### src/design/derb_pkg.sv
`timescale 1ns / 1ps

package derb_pkg;

	localparam int unsigned CountWidth = 5;

	localparam logic [1:0] FUNC_PUSH_TAIL  = 2'd0;
	localparam logic [1:0] FUNC_PUSH_FRONT = 2'd1;
	localparam logic [1:0] FUNC_POP_BACK   = 2'd2;
	localparam logic [1:0] FUNC_POP_FRONT  = 2'd3;

	localparam logic [1:0] STATUS_OK        = 2'd0;
	localparam logic [1:0] STATUS_UNDERFLOW = 2'd1;
	localparam logic [1:0] STATUS_OVERWRITE = 2'd2;

	localparam logic [CountWidth-1:0] CAPACITY_RESET = 5'd16;

	typedef struct packed {
		logic                  load;
		logic [1:0]            func;
		logic                  full;
		logic                  empty;
		logic [CountWidth-1:0] count;
		logic [CountWidth-1:0] cap;
	} derb_ctrl_t;

endpackage

### src/design/derb_cell.sv
`timescale 1ns / 1ps

module derb_cell #(
	parameter int unsigned DATA_WIDTH = 32,
	parameter int unsigned INDEX      = 0
) (
	input  logic                   clk,
	input  derb_pkg::derb_ctrl_t   ctrl,
	input  logic [DATA_WIDTH-1:0]  push_data,
	input  logic [DATA_WIDTH-1:0]  left_data,
	input  logic [DATA_WIDTH-1:0]  right_data,
	output logic [DATA_WIDTH-1:0]  data_q,
	output logic [DATA_WIDTH-1:0]  data_d
);
	import derb_pkg::*;

	logic at_count;
	logic at_last;

	assign at_count = (32'(ctrl.count) == INDEX);
	assign at_last  = ((32'(ctrl.cap) - 32'd1) == INDEX);

	always_comb begin
		data_d = data_q;
		if (ctrl.load) begin
			unique case (ctrl.func)
				FUNC_PUSH_TAIL: begin
					if (ctrl.full) begin
						data_d = at_last ? push_data : right_data;
					end else if (at_count) begin
						data_d = push_data;
					end
				end
				FUNC_PUSH_FRONT: begin
					data_d = (INDEX == 0) ? push_data : left_data;
				end
				FUNC_POP_BACK: begin
					data_d = data_q;
				end
				FUNC_POP_FRONT: begin
					if (!ctrl.empty) begin
						data_d = right_data;
					end
				end
				default: begin
					data_d = data_q;
				end
			endcase
		end
	end

	always_ff @(posedge clk) begin
		data_q <= data_d;
	end

endmodule

### src/design/derb_ctrl.sv
`timescale 1ns / 1ps

module derb_ctrl #(
	parameter int unsigned DEPTH = 16
) (
	input  logic                                 clk,
	input  logic                                 arst_n,
	input  logic                                 in_valid,
	output logic                                 in_stall,
	input  logic [1:0]                           func,
	input  logic                                 out_stall,
	output logic                                 out_valid,
	input  logic                                 cfg_wr_en,
	input  logic [derb_pkg::CountWidth-1:0]      cfg_wr_data,
	input  logic [31:0]                          front_d,
	input  logic [31:0]                          back_d,
	output derb_pkg::derb_ctrl_t                 ctrl,
	output logic [derb_pkg::CountWidth-1:0]      count_next,
	output logic [31:0]                          front_value,
	output logic [31:0]                          back_value,
	output logic [derb_pkg::CountWidth-1:0]      fill_count,
	output logic                                 is_empty,
	output logic                                 is_full,
	output logic [1:0]                           status
);
	import derb_pkg::*;

	logic [CountWidth-1:0] cap_q;
	logic [CountWidth-1:0] count_q;
	logic [CountWidth-1:0] cap_min;
	logic [CountWidth-1:0] cap_eff;
	logic                  out_valid_q;
	logic [31:0]           front_q;
	logic [31:0]           back_q;
	logic [CountWidth-1:0] fill_q;
	logic                  empty_q;
	logic                  full_q;
	logic [1:0]            status_q;
	logic                  accept;
	logic                  full;
	logic                  empty;
	logic [1:0]            status_d;

	assign cap_min  = (cap_q == '0) ? CountWidth'(1) : cap_q;
	assign cap_eff  = (32'(cap_min) > DEPTH) ? CountWidth'(DEPTH) : cap_min;
	assign full     = (count_q == cap_eff);
	assign empty    = (count_q == '0);
	assign in_stall = out_valid_q && out_stall;
	assign accept   = in_valid && !in_stall;

	always_comb begin
		count_next = count_q;
		status_d   = STATUS_OK;
		unique case (func)
			FUNC_PUSH_TAIL, FUNC_PUSH_FRONT: begin
				if (full) begin
					status_d = STATUS_OVERWRITE;
				end else begin
					count_next = count_q + CountWidth'(1);
				end
			end
			FUNC_POP_BACK, FUNC_POP_FRONT: begin
				if (empty) begin
					status_d = STATUS_UNDERFLOW;
				end else begin
					count_next = count_q - CountWidth'(1);
				end
			end
			default: begin
				count_next = count_q;
			end
		endcase
	end

	always_comb begin
		ctrl.load  = accept;
		ctrl.func  = func;
		ctrl.full  = full;
		ctrl.empty = empty;
		ctrl.count = count_q;
		ctrl.cap   = cap_eff;
	end

	always_ff @(posedge clk or negedge arst_n) begin
		if (!arst_n) begin
			cap_q       <= CAPACITY_RESET;
			count_q     <= '0;
			out_valid_q <= 1'b0;
		end else begin
			if (cfg_wr_en) begin
				cap_q   <= cfg_wr_data;
				count_q <= '0;
			end else if (accept) begin
				count_q <= count_next;
			end
			if (accept) begin
				out_valid_q <= 1'b1;
			end else if (!out_stall) begin
				out_valid_q <= 1'b0;
			end
		end
	end

	always_ff @(posedge clk) begin
		if (accept) begin
			front_q  <= front_d;
			back_q   <= back_d;
			fill_q   <= count_next;
			empty_q  <= (count_next == '0);
			full_q   <= (count_next == cap_eff);
			status_q <= status_d;
		end
	end

	assign out_valid   = out_valid_q;
	assign front_value = front_q;
	assign back_value  = back_q;
	assign fill_count  = fill_q;
	assign is_empty    = empty_q;
	assign is_full     = full_q;
	assign status      = status_q;

`ifndef SYNTHESIS
	a_count_in_cap: assert property (@(posedge clk) disable iff (!arst_n)
		count_q <= cap_eff)
		else $error("element count exceeds capacity");

	a_result_follows_transfer: assert property (@(posedge clk) disable iff (!arst_n)
		accept |=> out_valid_q)
		else $error("accepted operation produced no result");

	a_empty_matches_count: assert property (@(posedge clk) disable iff (!arst_n)
		out_valid_q |-> (empty_q == (fill_q == '0)))
		else $error("empty flag disagrees with fill count");

	a_underflow_only_empty: assert property (@(posedge clk) disable iff (!arst_n)
		(out_valid_q && status_q == STATUS_UNDERFLOW) |-> (empty_q && !full_q))
		else $error("underflow reported on a buffer that is not empty");
`endif

endmodule

### src/design/double_ended_ring_buffer.sv
`timescale 1ns / 1ps

// Channel   Handshake               Payload
// input     in_valid / in_stall     func, push_value
// output    out_valid / out_stall   front_value, back_value, fill_count, is_empty,
//                                   is_full, status
// config    cfg_wr_en               cfg_wr_data (capacity)
//
// One operation is taken per cycle while not stalled; each cell shifts, loads or holds.
// The result appears in the output register in the cycle after the transfer.
// While a result waits under out_stall, in_stall is high and the chain holds.
// After reset the count is zero, capacity is 16 and cell contents are undefined.

module double_ended_ring_buffer #(
	parameter int unsigned DEPTH      = 16,
	parameter int unsigned DATA_WIDTH = 32
) (
	input  logic                              clk,
	input  logic                              arst_n,
	input  logic                              in_valid,
	output logic                              in_stall,
	input  logic [1:0]                        func,
	input  logic [31:0]                       push_value,
	output logic                              out_valid,
	input  logic                              out_stall,
	output logic [31:0]                       front_value,
	output logic [31:0]                       back_value,
	output logic [derb_pkg::CountWidth-1:0]   fill_count,
	output logic                              is_empty,
	output logic                              is_full,
	output logic [1:0]                        status,
	input  logic                              cfg_wr_en,
	input  logic [derb_pkg::CountWidth-1:0]   cfg_wr_data
);
	import derb_pkg::*;

	localparam int unsigned IndexWidth = $clog2(DEPTH);

	derb_ctrl_t            ctrl;
	logic [CountWidth-1:0] count_next;
	logic [DATA_WIDTH-1:0] cell_q [DEPTH];
	logic [DATA_WIDTH-1:0] cell_d [DEPTH];
	logic [63:0]           push_w;
	logic [DATA_WIDTH-1:0] push_data;
	logic [31:0]           back_pos;
	logic [IndexWidth-1:0] back_idx;
	logic [63:0]           front_w;
	logic [63:0]           back_w;
	logic [31:0]           front_d;
	logic [31:0]           back_d;

	assign push_w    = 64'(push_value);
	assign push_data = push_w[DATA_WIDTH-1:0];

	for (genvar i = 0; i < DEPTH; i++) begin : g_cell
		logic [DATA_WIDTH-1:0] left_data;
		logic [DATA_WIDTH-1:0] right_data;

		if (i == 0) begin : g_first
			assign left_data = cell_q[i];
		end else begin : g_mid
			assign left_data = cell_q[i-1];
		end
		if (i == DEPTH - 1) begin : g_last
			assign right_data = cell_q[i];
		end else begin : g_inner
			assign right_data = cell_q[i+1];
		end

		derb_cell #(
			.DATA_WIDTH(DATA_WIDTH),
			.INDEX     (i)
		) u_cell (
			.clk       (clk),
			.ctrl      (ctrl),
			.push_data (push_data),
			.left_data (left_data),
			.right_data(right_data),
			.data_q    (cell_q[i]),
			.data_d    (cell_d[i])
		);
	end

	assign back_pos = 32'(count_next) - 32'd1;
	assign back_idx = back_pos[IndexWidth-1:0];
	assign front_w  = 64'(cell_d[0]);
	assign back_w   = 64'(cell_d[back_idx]);
	assign front_d  = (count_next == '0) ? 32'd0 : front_w[31:0];
	assign back_d   = (count_next == '0) ? 32'd0 : back_w[31:0];

	derb_ctrl #(
		.DEPTH(DEPTH)
	) u_ctrl (
		.clk        (clk),
		.arst_n     (arst_n),
		.in_valid   (in_valid),
		.in_stall   (in_stall),
		.func       (func),
		.out_stall  (out_stall),
		.out_valid  (out_valid),
		.cfg_wr_en  (cfg_wr_en),
		.cfg_wr_data(cfg_wr_data),
		.front_d    (front_d),
		.back_d     (back_d),
		.ctrl       (ctrl),
		.count_next (count_next),
		.front_value(front_value),
		.back_value (back_value),
		.fill_count (fill_count),
		.is_empty   (is_empty),
		.is_full    (is_full),
		.status     (status)
	);

endmodule

### config.mk
export PLATFORM = sky130hd
export DESIGN_NAME = double_ended_ring_buffer
export DESIGN_NICKNAME = d
export VERILOG_FILES = /design/src/design/derb_pkg.sv /design/src/design/derb_cell.sv /design/src/design/derb_ctrl.sv /design/src/design/double_ended_ring_buffer.sv
export SDC_FILE = /design/constraint.sdc
export NUM_CORES = 2
export LEC_CHECK = 0
export BUFFER_PORTS_ARGS = -buffer_cell sky130_fd_sc_hd__buf_4
export CORE_MARGIN = 2
export CORE_UTILIZATION = 55
export CTS_BUF_LIST = sky130_fd_sc_hd__clkbuf_8 sky130_fd_sc_hd__clkbuf_16
export DETAILED_ROUTE_END_ITERATION = 16
export PLACE_DENSITY = 0.69
export SLEW_MARGIN = 5
export SYNTH_ARGS = -nofsm -noshare
export SYNTH_HDL_FRONTEND = slang
export SYNTH_SLANG_ARGS = --single-unit
### constraint.sdc
create_clock -name clk -period 6.2 [get_ports clk]
set_clock_uncertainty 0.15 [all_clocks]
set_input_delay 0.31 -clock clk [delete_from_list [all_inputs] [get_ports clk]]
set_output_delay 0.31 -clock clk [all_outputs]
set_load 0.01 [all_outputs]
Word level (Yosys, flattened, before mapping)

Index checks and enable logic that the tools add are counted.

Flip-flop bits (word level): 596
Output and inout bits: 75
Logic and storage cells: 189

Add/sub/neg operators: 4
$lt $le $gt $ge: 2
Eq/ne operators: 36
Muxes and demuxes: 110
Bitwise gates (word level): 1
Reductions and logical operators: 11

Operator list:

| kind                                                                | number |
|---|---|
| 32-bit 2-to-1 mux                                                   | 81 |
| 32-bit case mux with 4 select lines                                 | 15 |
| 32-bit by 4-bit == test with 1-bit output (second input constant)   | 8 |
| 32-bit binary-select mux with 4-bit select                          | 1 |
| 32-bit by 3-bit == test with 1-bit output (second input constant)   | 4 |
| 32-bit case mux with 3 select lines                                 | 1 |
| 32-bit by 2-bit == test with 1-bit output (second input constant)   | 2 |
| 5-bit by 4-bit == test with 1-bit output (second input constant)    | 8 |
| 32-bit by 1-bit == test with 1-bit output (second input constant)   | 1 |
| 32-bit logical NOT                                                  | 1 |
| 5-bit 2-to-1 mux                                                    | 6 |
| 5-bit by 3-bit == test with 1-bit output (second input constant)    | 4 |
| 5-bit logical NOT                                                   | 3 |
| 5-bit by 2-bit == test with 1-bit output (second input constant)    | 2 |
| 5-bit == test                                                       | 2 |
| 5-bit case mux with 2 select lines                                  | 1 |
| 5-bit by 1-bit subtractor with 6-bit output (second input constant) | 1 |
| 5-bit by 1-bit adder with 5-bit output (second input constant)      | 1 |
| 5-bit by 1-bit == test with 1-bit output (second input constant)    | 1 |
| 5-bit greater-or-equal comparator (second input constant)           | 1 |
| 5-bit greater-than comparator (second input constant)               | 1 |
| 4-bit inverter with 5-bit output                                    | 1 |
| 5-bit by 1-bit subtractor with 5-bit output (second input constant) | 1 |
| 2-bit == test (second input constant)                               | 2 |
| other kinds (11)                                                    | 15 |

Longest topological paths before layout

Word-level depth: 13
Mapped depth: 24

Cells and area by module

From an unflattened synthesis, not the netlist that was laid out.

Cell total of the unflattened synthesis: 4315
Area total of the unflattened synthesis: 44168.6 um2

Modules (own cells, without submodules):

| module                           | times used | cells an instance | area an instance (um2) | sequential area each (um2) |
|---|---|---|---|---|
| derb_cell (g_cell[2].u_cell ...) | 2          | 239               | 2287.2                 | 640.6 |
| double_ended_ring_buffer         | 1          | 310               | 4269.1                 | 0.0 |
| derb_ctrl                        | 1          | 199               | 3251.9                 | 2468.6 |
| derb_cell (g_cell[1].u_cell)     | 1          | 241               | 2592.5                 | 640.6 |
| derb_cell (g_cell[9].u_cell)     | 1          | 237               | 2555.0                 | 640.6 |
| derb_cell (g_cell[8].u_cell)     | 1          | 237               | 2447.3                 | 640.6 |
| derb_cell (g_cell[3].u_cell)     | 1          | 237               | 2431.1                 | 640.6 |
| derb_cell (g_cell[0].u_cell)     | 1          | 236               | 2369.8                 | 640.6 |
| derb_cell (g_cell[13].u_cell)    | 1          | 237               | 2287.2                 | 640.6 |
| derb_cell (g_cell[10].u_cell)    | 1          | 239               | 2285.9                 | 640.6 |
| derb_cell (g_cell[14].u_cell)    | 1          | 237               | 2284.7                 | 640.6 |
| derb_cell (g_cell[6].u_cell)     | 1          | 239               | 2284.7                 | 640.6 |
| derb_cell (g_cell[12].u_cell)    | 1          | 238               | 2158.3                 | 640.6 |
| derb_cell (g_cell[15].u_cell)    | 1          | 239               | 2110.8                 | 640.6 |
| +3 rows                          | n/a        | n/a               | n/a                    | n/a |

Least setup slack after synthesis

OpenSTA, ideal clock, no wires.

Kind: reg2reg
Start: register u_ctrl.count_q[1]
End: register u_ctrl.back_q[27], in the netlist u_ctrl.back_value[27] (data pin)
Library setup time: 0.259 ns
Arrival time: 4.803 ns
Required time: 5.791 ns
Path slack: 0.988 ns
Cell stages (with the launch flop): 23
Buffers on the path: 9
Clock period less this slack: 5.212 ns
Cells stage by stage: dfrtp_1 -> clkbuf_1 -> inv_1 -> ha_1 -> clkbuf_1 -> nor4b_1 -> and2_1 -> nand2_1 -> o311a_1 -> buf_2 -> inv_2 -> clkbuf_1 -> buf_1 -> buf_1 -> ha_1 -> nor4_1 -> nor4_1 -> and3_1 -> clkbuf_1 -> buf_2 -> clkbuf_1 -> o2111ai_1 -> a211o_1

Word-level cells in the longest chain between the ends: 8
Elaborated cells between the ends (all ways): 107
Classes of those cells: add/sub: 3; eq/ne: 16; mux: 85; bitwise: 1; reduce/logical: 2

Ends and longest elaborated chain:

| element                                                                                     | RTL line                                        | text |
|---|---|---|
| start, declared                                                                             | derb_ctrl.sv:29                                 | `logic [CountWidth-1:0] count_q;` |
| start signal, assigned                                                                      | derb_ctrl.sv:94                                 | `count_q <= count_next;` |
| 5-bit by 1-bit subtractor with 5-bit output, or another cell as far along                   | derb_ctrl.sv:66                                 | `count_next = count_q - CountWidth'(1);` |
| 5-bit 2-to-1 mux, or another cell as far along                                              | derb_ctrl.sv:63                                 | `if (empty) begin` |
| 5-bit case mux with 2 select lines or 32-bit 2-to-1 mux (tied branches)                     | derb_ctrl.sv:54, derb_cell.sv:28                |  |
| 4-bit by 1-bit subtractor with 4-bit output, or another cell as far along                   | double_ended_ring_buffer.sv:84                  | `assign back_pos = 32'(count_next) - 32'd1;` |
| 4-bit inverter with 5-bit output (not written as such) or 32-bit 2-to-1 mux (tied branches) | double_ended_ring_buffer.sv:87, derb_cell.sv:25 |  |
| 32-bit binary-select mux with 4-bit select                                                  | double_ended_ring_buffer.sv:87                  | `assign back_w = 64'(cell_d[back_idx]);` |
| 32-bit 2-to-1 mux (not written as such) (2 in series)                                       | double_ended_ring_buffer.sv:87                  |  |
| end signal, assigned                                                                        | derb_ctrl.sv:107                                | `back_q <= back_d;` |
| end, declared                                                                               | derb_ctrl.sv:34                                 | `logic [31:0] back_q;` |

Parallel ways exist; a longest one is shown, timed or not. The select of a mux whose other input is x is not followed.
A chain may end at the register's enable or synchronous reset.

Worst setup path in the final report

Start: register u_ctrl.count_q[0]
End: register u_ctrl.back_q[10], in the netlist u_ctrl.back_value[10] (data pin)

Word-level cells in the longest chain between the ends: 8
Elaborated cells between the ends (all ways): 107
Classes of those cells: add/sub: 3; eq/ne: 16; mux: 85; bitwise: 1; reduce/logical: 2

Ends and longest elaborated chain:

| element                                                                   | RTL line                         | text |
|---|---|---|
| 5-bit by 1-bit subtractor with 5-bit output, or another cell as far along | derb_ctrl.sv:66                  |  |
| 5-bit 2-to-1 mux, on equally long branches                                | derb_ctrl.sv:63, derb_ctrl.sv:56 |  |
| 5-bit case mux with 2 select lines (*)                                    | derb_ctrl.sv:54                  | `unique case (func)` |
| named net count_next[1]                                                   | double_ended_ring_buffer.sv:40   | `logic [CountWidth-1:0] count_next;` |
| 4-bit by 1-bit subtractor with 4-bit output                               | double_ended_ring_buffer.sv:84   |  |
| 4-bit inverter with 5-bit output (not written as such)                    | double_ended_ring_buffer.sv:87   |  |
| 32-bit binary-select mux with 4-bit select                                | double_ended_ring_buffer.sv:87   |  |
| 32-bit 2-to-1 mux (not written as such) (2 in series)                     | double_ended_ring_buffer.sv:87   |  |

Mark *: on every way through the listed nets, which the timed path passes. The rest lies on a longest branch. The select of a mux whose other input is x is not followed.

==> flow_summary.toml <==
[status]
status = "complete, no violations"

[cts]
cts_sinks = 596
hold_buffers = 46
cts-root-buf = "clkbuf_16"
cts_resized = 0
cts_buffer_depth = 3
cts_post_setup_buffers_inserted = 0
cts_made_buffers = 72
cts_tree = "yes"
cts.clk_slew.worst_paths_ns = 0.06
insertion_delay_ns = 0.64
h-tree-depth = 3

[power_and_ir_drop]
irDropWorstVdd_uv = 220
p_per_area_nw_per_um2 = 441
p_clk_share_pct = 22.6
power.switching_uw = 8630
switching_share_pct = 43.2
p_leak_uw = 0.0161
p_int_uw = 11300
p_seq_share_pct = 36.0
combPwrFrac_pct = 41.4

[timing]
finalHoldViolCount = 0
setup_viol = 0
fin_ws_ns = 0.190
relSlewSlack_pct = 4.65
fmax_mhz = 166
slew_violations = 0
fin_crit_ns = 6.01
tns_ns = 0
rsz0062_at_grt = "false"
finalCritPeriodShare_pct = 96.9
worst_pin_slew_ns = 1.40

[critical_path]
critical_path_buf_inv_count = 3
path_delay_family = "simple AND/OR/NAND/NOR gates"
rrSetupSlack_ns = 0.19
cp.arrival_ns = 6.22
path_class = "register to register"
cp.required_ns = 6.41
timing.rr.end = "u_ctrl.back_value[10]"
crit_chain = "inv_1, ha_1, nor4b_2, a21oi_1, o211ai_1, inv_1, ha_1, o211a_1, nor4_1, and3_2, buf_4, nand2_1, o221ai_1, o32ai_1"
reg2reg_depth = 14
worstReg2RegStart = "u_ctrl.count_q[0]"
critical-path-slowest-cell = "nand2_1"
timing.critical_path.to_type = "register"
slowest_delay_ns = 0.67
cp_max_fo = 27
startpoint_type = "register"

[synthesis]
yosys.area.top_type = "dfxtp_1"
synth-seq-area-share_pct = 30.9
ys.flop_type = "dfxtp_1"
ys_seq_elements = 596
synth_warnings = 0
synth_area_um2 = 41200
async_flop_share_pct = 1.85
synth_top_area_share_pct = 24.9
syn-instance-count = 5620
ys_types = 85
synthTopCellsByArea = "dfxtp_1 25%, a21oi_1 8.6%, a221oi_1 7.7%"
synth.avg_cell_area_um2 = 7.33
synth_edf_count = 73
synth_fp_nets = 5672

[final_layout]
nets = 5406
final_util_pct = 61.0
area_growth_pct = 10.1
mostFrequentLayoutCell = "nor2_1"
drive_gt1_share_pct = 10.3
layout_common_cells = "835 x nor2_1, 697 x a21oi_1, 563 x nand2_1"
n_fill_cell = 6808
stdcell_count = 6384

[routing]
wl_mm = 180
wire_per_inst_um = 28.2
num_vias = 48500
drtPass1Iterations = 9
antenna_left = 0
drt-initial-drc-count = 8373
drc = 0
vias_per_cell = 7.60

[placed_design]
routabilityCongestion = 0.960
pre_cts_slack_ns = 0.568
placed_cells = 6203
io_buffers = 118
dp_hpwl_mm = 105

[die]
start_util_pct = 55.4
core_um2 = 74300
fp.dieH_um = 278
io_pins = 119
die_w_um = 278
num_rows = 100
dieArea_um2 = 77100

[global_route]
antenna_found_initial = 7
grt_max_degree = 201
grt_pass1_wl_mm = 268
track_usage_pct = 44.2
grt-ovfl-total = 0
grt_pass1_vias = 43500

[worst_hold_path]
hp-class = "input port to async pin"

[flow_run]
cap_violations = 0
==> routing by layer <==
metal  track usage (%)  vias up  wire [um]
li1                  -    21000          -
met1              58.6    22600      66700
met2              63.1     4068      74000
met3              13.2      853      27600
met4              26.2        6      11600
met5             0.313        -         56
==> cell usage after synthesis, drive strengths merged (29+ instances only) <==
cell type  instances
a221o             57
o221ai            37
mux2              40
nand2            567
o21ai             99
a22oi             44
buf              143
edfxtp            73
mux2i             39
o22ai            417
or3               79
a211oi            86
a2111oi           32
a31oi            181
and3             118
o22a              76
dfxtp            512
mux4              29
nand3             44
nor2             842
a221oi           363
nor3              38
inv               64
clkbuf           528
a21oi            710
==> worst reg2reg max path, stage by stage, from the launching register on <==
cell and delay [ns]:
dfrtp_1 0.43, inv_1 0.25, ha_1 0.45, nor4b_2 0.61, a21oi_1 0.18, o211ai_1 0.28
inv_1 0.23, ha_1 0.36, o211a_1 0.15, nor4_1 0.42, and3_2 0.33, buf_4 0.44
nand2_1 0.68, o221ai_1 0.66, o32ai_1 0.13
==> sequential cells by signal, indices dropped and copies added (netlist names) <==
name / flops
u_ctrl.is_empty: 1
g_cell.u_cell.data_q: 512
u_ctrl.out_valid: 1
u_ctrl.fill_count: 5
u_ctrl.front_value: 32
u_ctrl.count_q: 5
u_ctrl.cap_q: 5
u_ctrl.back_value: 32
u_ctrl.status: 2
u_ctrl.is_full: 1
==> cell type report <==
cell class | instances | area, um^2 | area share (%)
antenna | 2 | 5.00 | 0.0110
sequential | 596 | 12700 | 28.1
inverter | 65 | 251 | 0.555
tap | 969 | 1210 | 2.67
clock inverter | 35 | 244 | 0.538
multi-input combinational | 4288 | 25900 | 57.1
clock buffer | 98 | 2230 | 4.91
timing repair buffer | 331 | 2780 | 6.14
==> how the worst max path moves through the flow <==
| stage | endpoint | slack [ns] | depth (start not counted) | start |
|---|---|---|---|---|
| finish | u_ctrl.back_value[10] | 0.19 | 14 | u_ctrl.count_q[0] |
| detailed placement | u_ctrl.back_value[30] | 0.57 | 14 | u_ctrl.count_q[0] |
| floorplan | u_ctrl.back_value[27] | 0.99 | 22 | u_ctrl.count_q[1] |
| CTS | u_ctrl.back_value[30] | 0.52 | 14 | u_ctrl.count_q[0] |
| global placement | u_ctrl.back_value[30] | 0.58 | 14 | u_ctrl.count_q[0] |
| global route | u_ctrl.back_value[8] | 0.16 | 14 | u_ctrl.count_q[0] |
==> power by group through the flow <==
stage | clock network [uW] | logic (uW) | registers (uW)
2_1_floorplan | 0 | 5580 | 6690
3_3_place_gp | 0 | 7800 | 7160
3_5_place_dp | 0 | 7880 | 7160
4_1_cts | 4490 | 7970 | 7090
5_1_grt | 4620 | 8800 | 7370
6_report | 4510 | 8280 | 7190
==> stage by stage <==
| stage | cell area (um^2) | hold slack (ns) | power [uW] |
|---|---|---|---|
| after floorplan | 41200 | -0.136 | 12300 |
| after CTS | 45300 | 0.00179 | 19600 |
| after detailed placement | 42400 | 0.0156 | 15000 |
| after global placement | 42400 | 0.0120 | 15000 |
| final | 45300 | 0.0100 | 20000 |
| after global routing | 45300 | 0.0205 | 20800 |
==> logic make-up after synthesis <==
logic type	after synthesis	synth area share, %
AND/OR/NAND/NOR	1810	18.8
XOR/XNOR	5	0.106
AO/OA/AOI/OAI	2357	39.2
multiplexers	108	3.66
adder cells (fa/ha/maj)	8	0.243
flip-flops	596	30.9
buffers and inverters	736	7.13
No activity file was read; power rests on OpenSTA's default activity.
